<file path="src/rtl/ssch_ram.sv">
module ssch_ram #(
  parameter int unsigned WIDTH = 32,
  parameter int unsigned DEPTH = 32
) (
  input  logic                     clk_i,
  input  logic                     we_i,
  input  logic [$clog2(DEPTH)-1:0] waddr_i,
  input  logic [WIDTH-1:0]         wdata_i,
  input  logic [$clog2(DEPTH)-1:0] raddr_i,
  output logic [WIDTH-1:0]         rdata_o
);
  logic [WIDTH-1:0] mem_q [DEPTH];
  always_ff @(posedge clk_i) begin
    if (we_i) mem_q[waddr_i] <= wdata_i;
    rdata_o <= mem_q[raddr_i];
  end
endmodule

</file>
<file path="config.mk">
export PLATFORM = sky130hd
export DESIGN_NAME = ssch_ram
export DESIGN_NICKNAME = d
export VERILOG_FILES = /design/src/rtl/ssch_ram.sv
export SDC_FILE = /design/constraint.sdc
export NUM_CORES = 1
export LEC_CHECK = 0
export BUFFER_PORTS_ARGS = -buffer_cell sky130_fd_sc_hd__clkbuf_2
export CORE_UTILIZATION = 65
export CTS_CLUSTER_DIAMETER = 100
export CTS_CLUSTER_SIZE = 25
export DETAILED_ROUTE_END_ITERATION = 6
export PLACE_DENSITY_LB_ADDON = 0.05
export SYNTH_ARGS = -nofsm -noshare
export SYNTH_HDL_FRONTEND = slang
export SYNTH_SLANG_ARGS = --single-unit
export TNS_END_PERCENT = 1
</file>
<file path="constraint.sdc">
create_clock -name clk_i -period 7.3 [get_ports clk_i]
set_input_delay 0.73 -clock clk_i [delete_from_list [all_inputs] [get_ports clk_i]]
set_output_delay 0.73 -clock clk_i [all_outputs]
set_load 0.01 [all_outputs]
</file>
== Yosys cells after proc, flatten, opt, wreduce, memory -nomap -nowiden ==
Memory sizes are Yosys's and may differ from the RTL's. A register that Yosys moved wholly into a read port is not among the register bits.
Index checks and enable logic that the tools add are counted.

* Muxes and demuxes: 2

{| class="wikitable"
|+ Operators with widths
! operator !! count
|-
| $mux W1 || 2
|}

* Input bits: 44
* Memories kept: 1
* RAM bits: 1024
* Flip-flop bits (word level): 0

{| class="wikitable"
|+ Memory list
! name !! depth !! bits a word !! read ports !! clocked after memory_dff !! wr ports !! line !! RTL
|-
| mem_q || 32 || 32 || 1 || 1 || 1 || 12 || <nowiki>logic [WIDTH-1:0] mem_q [DEPTH];</nowiki>
|}

== Depth between registers and ports, before layout ==
Gate-level depths: netlist of run 1.

* Depth after elaboration: 2
* Gate-level depth with buffers: 8
* Depth with buffers taken out: 5

== Least setup slack after synthesis of run 1 ==
No wires, ideal clock.

* Path kind: in2reg
* Start point: input waddr_i[1]
* End point: memory mem_q[12][0] (enable)
* Slack: 4.136 ns
* Data arrival time: 2.743 ns
* Stages on the path: 3
* Data required time: 6.879 ns
* Library setup time: 0.421 ns
* Cell sequence: or3b_2 > clkbuf_1 > nor2_1

{| class="wikitable"
|+ RTL lines
! item !! line !! RTL
|-
| start: declaration || 7 || <nowiki>input logic [$clog2(DEPTH)-1:0] waddr_i,</nowiki>
|-
| end: declaration || 12 ||
|}

No word-level cell before the write port.

==> impl_metrics.yaml, run 1 <==
status:
  status: "finished clean"
pwr:
  clkPwrFrac: 0.293
  power_w: 0.0104
  p_leak_nw: 14.8
  ir_drop_mv: 0.183
  p_int_w: 0.00822
  p_seq_frac: 0.649
  swShare: 0.212
  switchingPower_w: 0.00221
  pwr-share-comb: 0.059
  powerDensity_nw_per_um2: 241
detailed_routing:
  post_drt_wl_per_cell_um: 30.1
  viasPerCell: 6.53
  vias: 20800
  antenna_left: 0
  drc: 0
  routed_wl_um: 95700
  firstDrtPassIters: 5
  drt_iter0_drc: 2339
clock_network:
  cts_hold_buf: 0
  cts_tree: "built"
  ctsResizeCount: 0
  cts.sinks: 1056
  clk_path_buf_depth: 3
  clockRootBuffer: "clkbuf_16"
  path_clk_slew_ns: 0.10
  clk_latency_ns: 0.62
  post_cts_buffers: 0
  cts_buffers: 48
  htreeDepth: 2
yosys:
  synth-seq-cells: 1056
  synth_area_leaders: "edfxtp_1 76%, mux2i_1 13%, a22oi_1 1.8%, dfxtp_1 1.6%, a22o_1 1.4%"
  ys_warn_count: 0
  synth_fp_nets: 2304
  synth-seq-area-share: 0.775
  netlist_area_um2: 40500
  synth_cell_types: 25
  syn-mean-instance-area_um2: 17.9
  synthCells: 2260
  yosys.area.top_type: "edfxtp_1"
  netlist.area_leader.share: 0.760
sta:
  setup_ws_ns: 4.55
  finalSetupViolations: 0
  fin_crit_ns: 2.75
  finalCritPeriodShare: 0.377
  grt_setup_unrepaired: "false"
  finalClockSkew_ns: 0.0165
  final-hold-violation-count: 0
  maxSlewViolCount: 0
  max_clock_freq_mhz: 363
  finalSetupTns_ns: 0
  slew_headroom: 0.237
  worst_slew_pin_slew_ns: 1.14
cells_and_area:
  layout.cells.non_filler: 3182
  drive_gt1_frac: 0.0935
  synthToLayoutAreaGrowth_pct: 6.83
  nNetsFinal: 2352
placement:
  gp_congestion: 0.773
  port_buffers: 75
  dp.cells: 3095
  hpwl_um: 47400
  pre_cts_ws_ns: 3.95
critical_path:
  cp_max_fo: 74
  required_ns: 7.79
  cp-end-kind: "flop"
  arrival_ns: 3.25
  crit_type: "in -> reg"
  start_kind: "input pin"
grt:
  grt-ovfl-total: 0
  grt_pass1_vias: 20200
  gr-usage-all-layers: 0.304
  grt_max_degree: 129
  grt_antenna_before_repair: 4
  grt_pass1_wl_um: 136000
floorplan:
  start_util: 0.657
  ios: 76
  die_w_um: 252
  die_h_um: 252
  die-area_um2: 63300
  rows: 91
  coreArea_um2: 61600
min_path:
  holdCritPathClass: "reg -> reg"
flow_run:
  maxCapViolations: 0
-- registers in the layout, indices dropped and copies added, names as in the netlist --
register / cells
mem_q: 1024
rdata_o: 32
-- stage by stage --
| stage | util | hold WS [ns] | instance area, µm² |
|---|---|---|---|
| final | 0.702 | 0.603 | 43300 |
| after global routing | 0.702 | 0.629 | 43200 |
| after CTS | 0.702 | 0.608 | 43200 |
| after detailed placement | 0.680 | 0.582 | 41900 |
| after global placement | 0.680 | 0.583 | 41900 |
| after floorplan | - | 0.553 | 40500 |
-- synth_stat cells, drive strengths merged --
cell    instances
and2            1
or3b            3
dfxtp          32
nor2           34
a21oi          96
nor3           32
a22oi          96
nor2b           1
and2b           1
edfxtp       1024
nand3b          5
or2             1
nand2          98
a31oi          32
or3             1
nand3          98
mux2i         512
a22o           64
buf            79
nand2b          2
clkbuf         48
-- path summary, 6_finish.rpt --
| check | start | endpoint | slack (ns) | cells past startpoint |
|---|---|---|---|---|
| worst max register to register | mem_q[7][6]$_DFFE_PP_ | rdata_o[6]$_DFF_P_ | 5.93 | 5 |
| worst max-delay path | raddr_i[0] | rdata_o[1]$_DFF_P_ | 4.55 | 7 |
| worst min-delay path | mem_q[26][11]$_DFFE_PP_ | rdata_o[11]$_DFF_P_ | 0.60 | 4 |
| worst min register to register | mem_q[26][11]$_DFFE_PP_ | rdata_o[11]$_DFF_P_ | 0.60 | 4 |
-- layout by cell type (no fill, tap or decap), drive strengths merged --
cell type	instances
nor3	32
nand3b	5
a22o	64
mux2i	512
buf	51
a22oi	96
and2	1
a21oi	96
nor2b	1
or3	1
dfxtp	32
clkbuf	158
nand2	98
nand2b	2
edfxtp	1024
nor2	34
or3b	3
inv	1
a31oi	32
diode	2
or2	1
nand3	98
and2b	1
-- worst max-delay path: stages --
cell	delay (ns)
buf_8	0.56
buf_4	0.91
mux2i_1	0.31
a22o_1	0.18
nor3_1	0.07
a31oi_1	0.24
nand3_1	0.11
-- per-layer routing --
| metal | part of all wire | track usage | up-vias |
|---|---|---|---|
| met5 | 0.00042 | 0 | - |
| met4 | 0.036 | 0.109 | 6 |
| met3 | 0.082 | 0.0578 | 171 |
| met2 | 0.48 | 0.482 | 880 |
| met1 | 0.40 | 0.426 | 10700 |
| li1 | - | - | 9010 |
-- power by group through the flow --
| stage | sequential (W) | combinational [W] | clock [W] |
|---|---|---|---|
| 5_1_grt | 0.00678 | 0.000649 | 0.00327 |
| 3_3_place_gp | 0.00690 | 0.000595 | 0 |
| 6_report | 0.00677 | 0.000612 | 0.00305 |
| 2_1_floorplan | 0.00690 | 0.000348 | 0 |
| 4_1_cts | 0.00677 | 0.000610 | 0.00307 |
| 3_5_place_dp | 0.00691 | 0.000608 | 0 |
-- final cells by class --
type / count / area [µm²]
Sequential cell: 1056 / 31400
Clock buffer: 84 / 1370
Multi-Input combinational cell: 1077 / 8610
Timing Repair Buffer: 125 / 811
Tap cell: 837 / 1050
Antenna cell: 2 / 5.00
Clock inverter: 1 / 20.0
Fill cell: 3890 / 18300
-- kinds of logic after synthesis --
family          after synthesis  synth area share
flops                      1056             0.775
buf+inv                     127            0.0186
compound gates              288            0.0485
simple gates                277            0.0310
mux                         512             0.127
Power figures use the tool's default switching activity.
==> run 2, diff against run 1 <==
--- a/config.mk
+++ b/config.mk
@@ -6,7 +6,7 @@
 export NUM_CORES = 1
 export LEC_CHECK = 0
 export BUFFER_PORTS_ARGS = -buffer_cell sky130_fd_sc_hd__clkbuf_2
-export CORE_UTILIZATION = 65
+export CORE_UTILIZATION = 62
 export CTS_CLUSTER_DIAMETER = 100
 export CTS_CLUSTER_SIZE = 25
 export DETAILED_ROUTE_END_ITERATION = 6
==> constraint.sdc (replaced) <==
create_clock -name clk_i -period 2.9 [get_ports clk_i]
set_input_delay 0.29 -clock clk_i [delete_from_list [all_inputs] [get_ports clk_i]]
set_output_delay 0.29 -clock clk_i [all_outputs]
set_load 0.01 [all_outputs]
==> run 2 against run 1 <==
First-iteration DRC count is 3.5% lower; design area is 2.2% higher; cell count is 2.7% higher; clock-buffer cell count is 1 higher; critical path depth stayed put; total power grew to 2.5 times the previous value; sequential share of layout area is 1.6 points lower; clock power grew to 2.5 times the previous value; combinational power grew to 2.7 times the previous value; sequential power grew to 2.5 times the previous value; largest power group unchanged; non-clock buffer count is 65 higher.
==> impl_metrics.yaml, run 2 (synthesis results as in run 1) <==
floorplan:
  die-area_um2: 66300
  start_util: 0.628
  die_h_um: 258
  ios: 76
  rows: 93
  die_w_um: 258
  coreArea_um2: 64500
pwr:
  swShare: 0.214
  p_seq_frac: 0.645
  clkPwrFrac: 0.292
  switchingPower_w: 0.00566
  pwr-share-comb: 0.063
  p_leak_nw: 15.3
  ir_drop_mv: 0.516
  p_int_w: 0.0208
  powerDensity_nw_per_um2: 598
cells_and_area:
  multi_input_area_um2: 8610
  layout_commonest_cell: "edfxtp_1"
  nNetsFinal: 2417
  largest_register: "mem_q"
  largest_reg_flops: 1024
  post-route-util: 0.686
  drive_gt1_frac: 0.119
  layout_common_cells: "1024 x edfxtp_1, 512 x mux2i_1, 98 x nand3_1"
  antenna_cells: 0
  seqCellArea_um2: 31400
  largestRegisters: "mem_q (1024), rdata_o (32)"
  synthToLayoutAreaGrowth_pct: 9.17
  fillers: 4271
clock_network:
  cts_buffers: 48
  cts_hold_buf: 0
  htreeDepth: 2
  post_cts_buffers: 0
  ctsResizeCount: 0
  clockRootBuffer: "clkbuf_16"
  cts.sinks: 1056
  clk_latency_ns: 0.64
  path_clk_slew_ns: 0.09
  cts_tree: "built"
  clk_path_buf_depth: 3
critical_path:
  r2r_slack_ns: 1.35
  crit_type: "in -> reg"
  reg2reg_to: "rdata_o[23]$_DFF_P_"
  r2r_start: "mem_q[7][23]$_DFFE_PP_"
  cp_max_fo: 23
  start_kind: "input pin"
  reg2reg_depth: 5
  arrival_ns: 2.15
  required_ns: 3.35
  cp-end-kind: "flop"
sta:
  slew_headroom: 0.361
  maxSlewViolCount: 0
  finalSetupViolations: 0
  worst_slew_pin_slew_ns: 0.956
  finalClockSkew_ns: 0.0192
  finalCritPeriodShare: 0.589
  max_clock_freq_mhz: 585
  final-hold-violation-count: 0
  finalSetupTns_ns: 0
  fin_crit_ns: 1.71
  grt_setup_unrepaired: "false"
detailed_routing:
  vias: 21100
  post_drt_wl_per_cell_um: 29.6
  routed_wl_um: 96800
  viasPerCell: 6.44
  antenna_left: 0
  drc: 0
  firstDrtPassIters: 5
  drt_iter0_drc: 2256
grt:
  grt_antenna_before_repair: 2
  grt_pass1_vias: 20800
  grt-ovfl-total: 0
  grt_pass1_wl_um: 140000
  grt_max_degree: 64
  gr-usage-all-layers: 0.294
min_path:
  min_from: "raddr_i[2]"
  holdCritPathClass: "in -> reg"
  min_to: "rdata_o[15]$_DFF_P_"
  hold_depth: 5
flow_run:
  maxCapViolations: 0
placement:
  hpwl_um: 54700
  port_buffers: 75
  gp_congestion: 0.832
status:
  status: "finished clean"
run 2: cell count changes in the layout (fill, tap and decap cells not counted), moves of 2 or more:
cell	change
buf_4	+31
inv_6	+2
buf_12	+34
diode_2	-2
clkbuf_1	+2
run 2: worst max path at each step:
| stage | slack [ns] | cells past startpoint | end | from |
|---|---|---|---|---|
| after floorplan | 0.18 | 3 | mem_q[12][0]$_DFFE_PP_ | waddr_i[1] |
| after global placement | 0.57 | 7 | rdata_o[11]$_DFF_P_ | raddr_i[2] |
| after detailed placement | 0.57 | 7 | rdata_o[11]$_DFF_P_ | raddr_i[2] |
| after CTS | 1.24 | 7 | rdata_o[11]$_DFF_P_ | raddr_i[2] |
| after global routing | 1.18 | 7 | rdata_o[11]$_DFF_P_ | raddr_i[2] |
| final | 1.19 | 7 | rdata_o[11]$_DFF_P_ | raddr_i[2] |
run 2: layout make-up:
class,instances,area share
Sequential cell,1056,0.710
Multi-Input combinational cell,1077,0.195
Timing Repair Buffer,190,0.0390
Clock buffer,85,0.0308
Tap cell,855,0.0242
Clock inverter,4,0.000934
run 2: critical path: stages:
cell and delay (ns):
clkbuf_2 0.13, and2b_4 0.68, buf_4 0.36, a22o_1 0.18
nor3_1 0.05, a31oi_1 0.20, nand3_1 0.23
run 2: power groups by stage:
stage / clock (W) / sequential, W / combinational, W
after floorplan: 0 / 0.0174 / 0.000876
after CTS: 0.00781 / 0.0170 / 0.00167
after global routing: 0.00828 / 0.0171 / 0.00177
after detailed placement: 0 / 0.0174 / 0.00167
final: 0.00771 / 0.0170 / 0.00167
after global placement: 0 / 0.0174 / 0.00163
run 2: routing by layer:
| metal | vias to the layer above | wire, µm | part of all wire | global-route usage |
|---|---|---|---|---|
| met2 | 771 | 48300 | 0.50 | 0.493 |
| met4 | 4 | 2350 | 0.024 | 0.0812 |
| met3 | 135 | 5880 | 0.061 | 0.0284 |
| met5 | - | 19 | 0.00020 | 0 |
| li1 | 9151 | - | - | - |
| met1 | 11000 | 40300 | 0.42 | 0.417 |
run 2: per-stage QoR:
stage	instances	hold WS, ns	worst slack (ns)	total power, W	cell area (µm²)
2_1_floorplan	2260	0.389	0.176	0.0182	40500
3_3_place_gp	3178	0.579	0.573	0.0190	42800
3_5_place_dp	3178	0.578	0.573	0.0191	42800
4_1_cts	3267	0.220	1.24	0.0265	44200
5_1_grt	3267	0.277	1.18	0.0271	44200
6_report	3267	0.266	1.19	0.0264	44200
==> run 3, diff against run 2 <==
--- a/config.mk
+++ b/config.mk
@@ -5,6 +5,7 @@
 export SDC_FILE = /design/constraint.sdc
 export NUM_CORES = 1
 export LEC_CHECK = 0
+export ABC_AREA = 1
 export BUFFER_PORTS_ARGS = -buffer_cell sky130_fd_sc_hd__clkbuf_2
 export CORE_UTILIZATION = 62
 export CTS_CLUSTER_DIAMETER = 100
==> constraint.sdc (replaced) <==
create_clock -name clk_i -period 1.75 [get_ports clk_i]
set_input_delay 0.175 -clock clk_i [delete_from_list [all_inputs] [get_ports clk_i]]
set_output_delay 0.175 -clock clk_i [all_outputs]
set_load 0.01 [all_outputs]
==> run 3 against run 2 <==
Cell count up 38%; routed wire length is 15% higher; clock power is 69% higher; worst hold slack worse by 0.17 ns; register-to-register slack worse by 0.83 ns; critical path type is now reg -> out; critical endpoint is now rdata_o[24]; highest routed layer is now met4.
==> impl_metrics.yaml, run 3 <==
status:
  status: "finished clean"
critical_path:
  cp_max_fo: 1
  path_buf_inv: 1
  path_delay_family: "flip-flops"
  endpoint: "rdata_o[24]"
  cpPeakStageDelay_ns: 0.49
  reg2reg_depth: 8
  cp_cell_sequence: "clkbuf_2"
  worstSetupStartpoint: "rdata_o[24]$_DFF_P_"
  arrival_ns: 1.34
  crit_type: "reg -> out"
  path_depth: 1
  r2r_slack_ns: 0.52
  required_ns: 1.57
  critPathSlowestCell: "dfxtp_1"
  reg2reg_to: "rdata_o[11]$_DFF_P_"
  start_kind: "flop"
  cp-end-kind: "output port"
  r2r_start: "mem_q[0][11]$_DFFE_PP_"
pwr:
  clkPwrFrac: 0.292
  powerDensity_nw_per_um2: 961
  p_int_w: 0.0346
  p_leak_nw: 17.0
  ir_drop_mv: 1.06
  p_seq_frac: 0.631
  switchingPower_w: 0.0101
  swShare: 0.226
  power_w: 0.0447
  pwr-share-comb: 0.077
sta:
  finalSetupViolations: 0
  fin_crit_ns: 1.51
  max_clock_freq_mhz: 661
  final-hold-violation-count: 0
  grt_setup_unrepaired: "false"
  maxSlewViolCount: 0
  slew_headroom: 0.528
  finalSetupTns_ns: 0
  finalCritPeriodShare: 0.864
  worst_slew_pin_slew_ns: 0.708
  finalClockSkew_ns: 0.0344
  setup_ws_ns: 0.238
placement:
  pre_cts_ws_ns: 0.0766
  port_buffers: 75
  gp_congestion: 0.843
  hpwl_um: 62900
  place_area_um2: 45000
yosys:
  postSynth.asyncResetShare: 0
  synth.most_common_cell: "nand2_1"
  synth_flop_cell: "edfxtp_1"
  syn-mean-instance-area_um2: 12.0
  netlist.area_leader.share: 0.725
  netlist_area_um2: 42400
  synthCells: 3536
  synth-edff-count: 1024
  synthTopCellsByCount: "1440 x nand2_1, 1024 x edfxtp_1, 780 x nand3_1, 83 x buf_2, 66 x buf_6"
  synth_fp_nets: 3580
  ys_warn_count: 0
  synth_cell_types: 14
  synth_area_leaders: "edfxtp_1 73%, nand2_1 13%, nand3_1 9.2%, buf_6 1.8%, dfxtp_1 1.5%"
  synth-seq-area-share: 0.740
  yosys.area.top_type: "edfxtp_1"
  synth-seq-cells: 1056
cells_and_area:
  multi_input_area_um2: 9670
  drive_gt1_frac: 0.0884
  synthToLayoutAreaGrowth_pct: 9.58
  largestRegisters: "mem_q (1024), rdata_o (32)"
  layout_common_cells: "1440 x nand2_1, 1024 x edfxtp_1, 780 x nand3_1"
  nNetsFinal: 3646
  largest_reg_flops: 1024
  final_area_um2: 46500
  fillers: 4853
  largest_register: "mem_q"
  layout_commonest_cell: "nand2_1"
  seqCellArea_um2: 31400
  post-route-util: 0.690
detailed_routing:
  antenna_left: 0
  vias: 27600
  drc: 0
  routed_wl_um: 111000
  viasPerCell: 6.11
  drt_iter0_drc: 3374
  post_drt_wl_per_cell_um: 24.6
  firstDrtPassIters: 6
floorplan:
  start_util: 0.629
  ios: 76
  die_h_um: 264
  die-area_um2: 69400
  rows: 95
  coreArea_um2: 67400
  die_w_um: 264
grt:
  grt_pass1_vias: 26300
  grt_pass1_wl_um: 165000
  grt_antenna_before_repair: 1
  grt_max_degree: 65
  grt-ovfl-total: 0
  gr-usage-all-layers: 0.321
clock_network:
  clk_path_buf_depth: 3
  clk_latency_ns: 0.66
  cts_hold_buf: 0
  cts_buffers: 48
  post_cts_buffers: 0
  cts_tree: "built"
  clockRootBuffer: "clkbuf_16"
  htreeDepth: 2
  cts.sinks: 1056
  path_clk_slew_ns: 0.10
  ctsResizeCount: 0
flow_run:
  maxCapViolations: 0
min_path:
  holdCritPathClass: "in -> reg"
run 3: cell count changes in the layout (fill, tap and decap cells not counted), moves of 5 or more:
cell,before,now
a31oi_1,32,0
nand3b_1,5,0
nand3_1,98,780
a22oi_1,96,0
nand2_1,97,1440
nor3_1,32,0
mux2i_1,512,0
a22o_1,64,0
buf_4,77,62
buf_12,38,98
inv_1,0,5
a21oi_1,96,0
run 3: cell type report:
class | count | share of cell area
antenna | 1 | 0.0000539
inverter | 10 | 0.00140
multi-input combinational | 2252 | 0.208
tap | 873 | 0.0235
sequential | 1056 | 0.675
clock buffer | 87 | 0.0299
clock inverter | 2 | 0.000781
timing repair buffer | 234 | 0.0608
run 3: worst min path at each step:
stage                        start                    end  slack [ns]  cells past startpoint
2_1_floorplan           wdata_i[0]  mem_q[0][0]$_DFFE_PP_        0.27                      0
4_1_cts                 raddr_i[3]    rdata_o[15]$_DFF_P_        0.05                      6
3_3_place_gp   rdata_o[17]$_DFF_P_            rdata_o[17]        0.57                      1
6_report                raddr_i[3]    rdata_o[15]$_DFF_P_        0.09                      6
3_5_place_dp   rdata_o[17]$_DFF_P_            rdata_o[17]        0.56                      1
5_1_grt                 raddr_i[3]    rdata_o[15]$_DFF_P_        0.11                      6
run 3: power groups by stage:
stage                     clock network [W]  logic (W)  registers (W)
after CTS                            0.0132    0.00343         0.0282
after global placement                    0    0.00335         0.0288
after detailed placement                  0    0.00341         0.0288
final                                0.0130    0.00344         0.0282
after floorplan                           0    0.00193         0.0288
after global routing                 0.0139    0.00375         0.0282
run 3: per-layer routing:
metal	vias to the layer above	wire length, µm	GRT usage
met3	198	9290	0.0341
li1	12400	-	-
met5	-	0	0
met2	1370	53900	0.527
met4	0	3390	0.102
met1	13600	44300	0.456
run 3: cell families after synthesis:
kind of cell	share of synthesized area
buffers and inverters	0.0374
flip-flops	0.740
AND/OR/NAND/NOR	0.222
run 3: stage by stage:
stage | cells | hold slack (ns)
detailed placement | 4425 | 0.565
finish | 4515 | 0.0931
floorplan | 3536 | 0.274
CTS | 4514 | 0.0456
global route | 4515 | 0.110
global placement | 4425 | 0.568
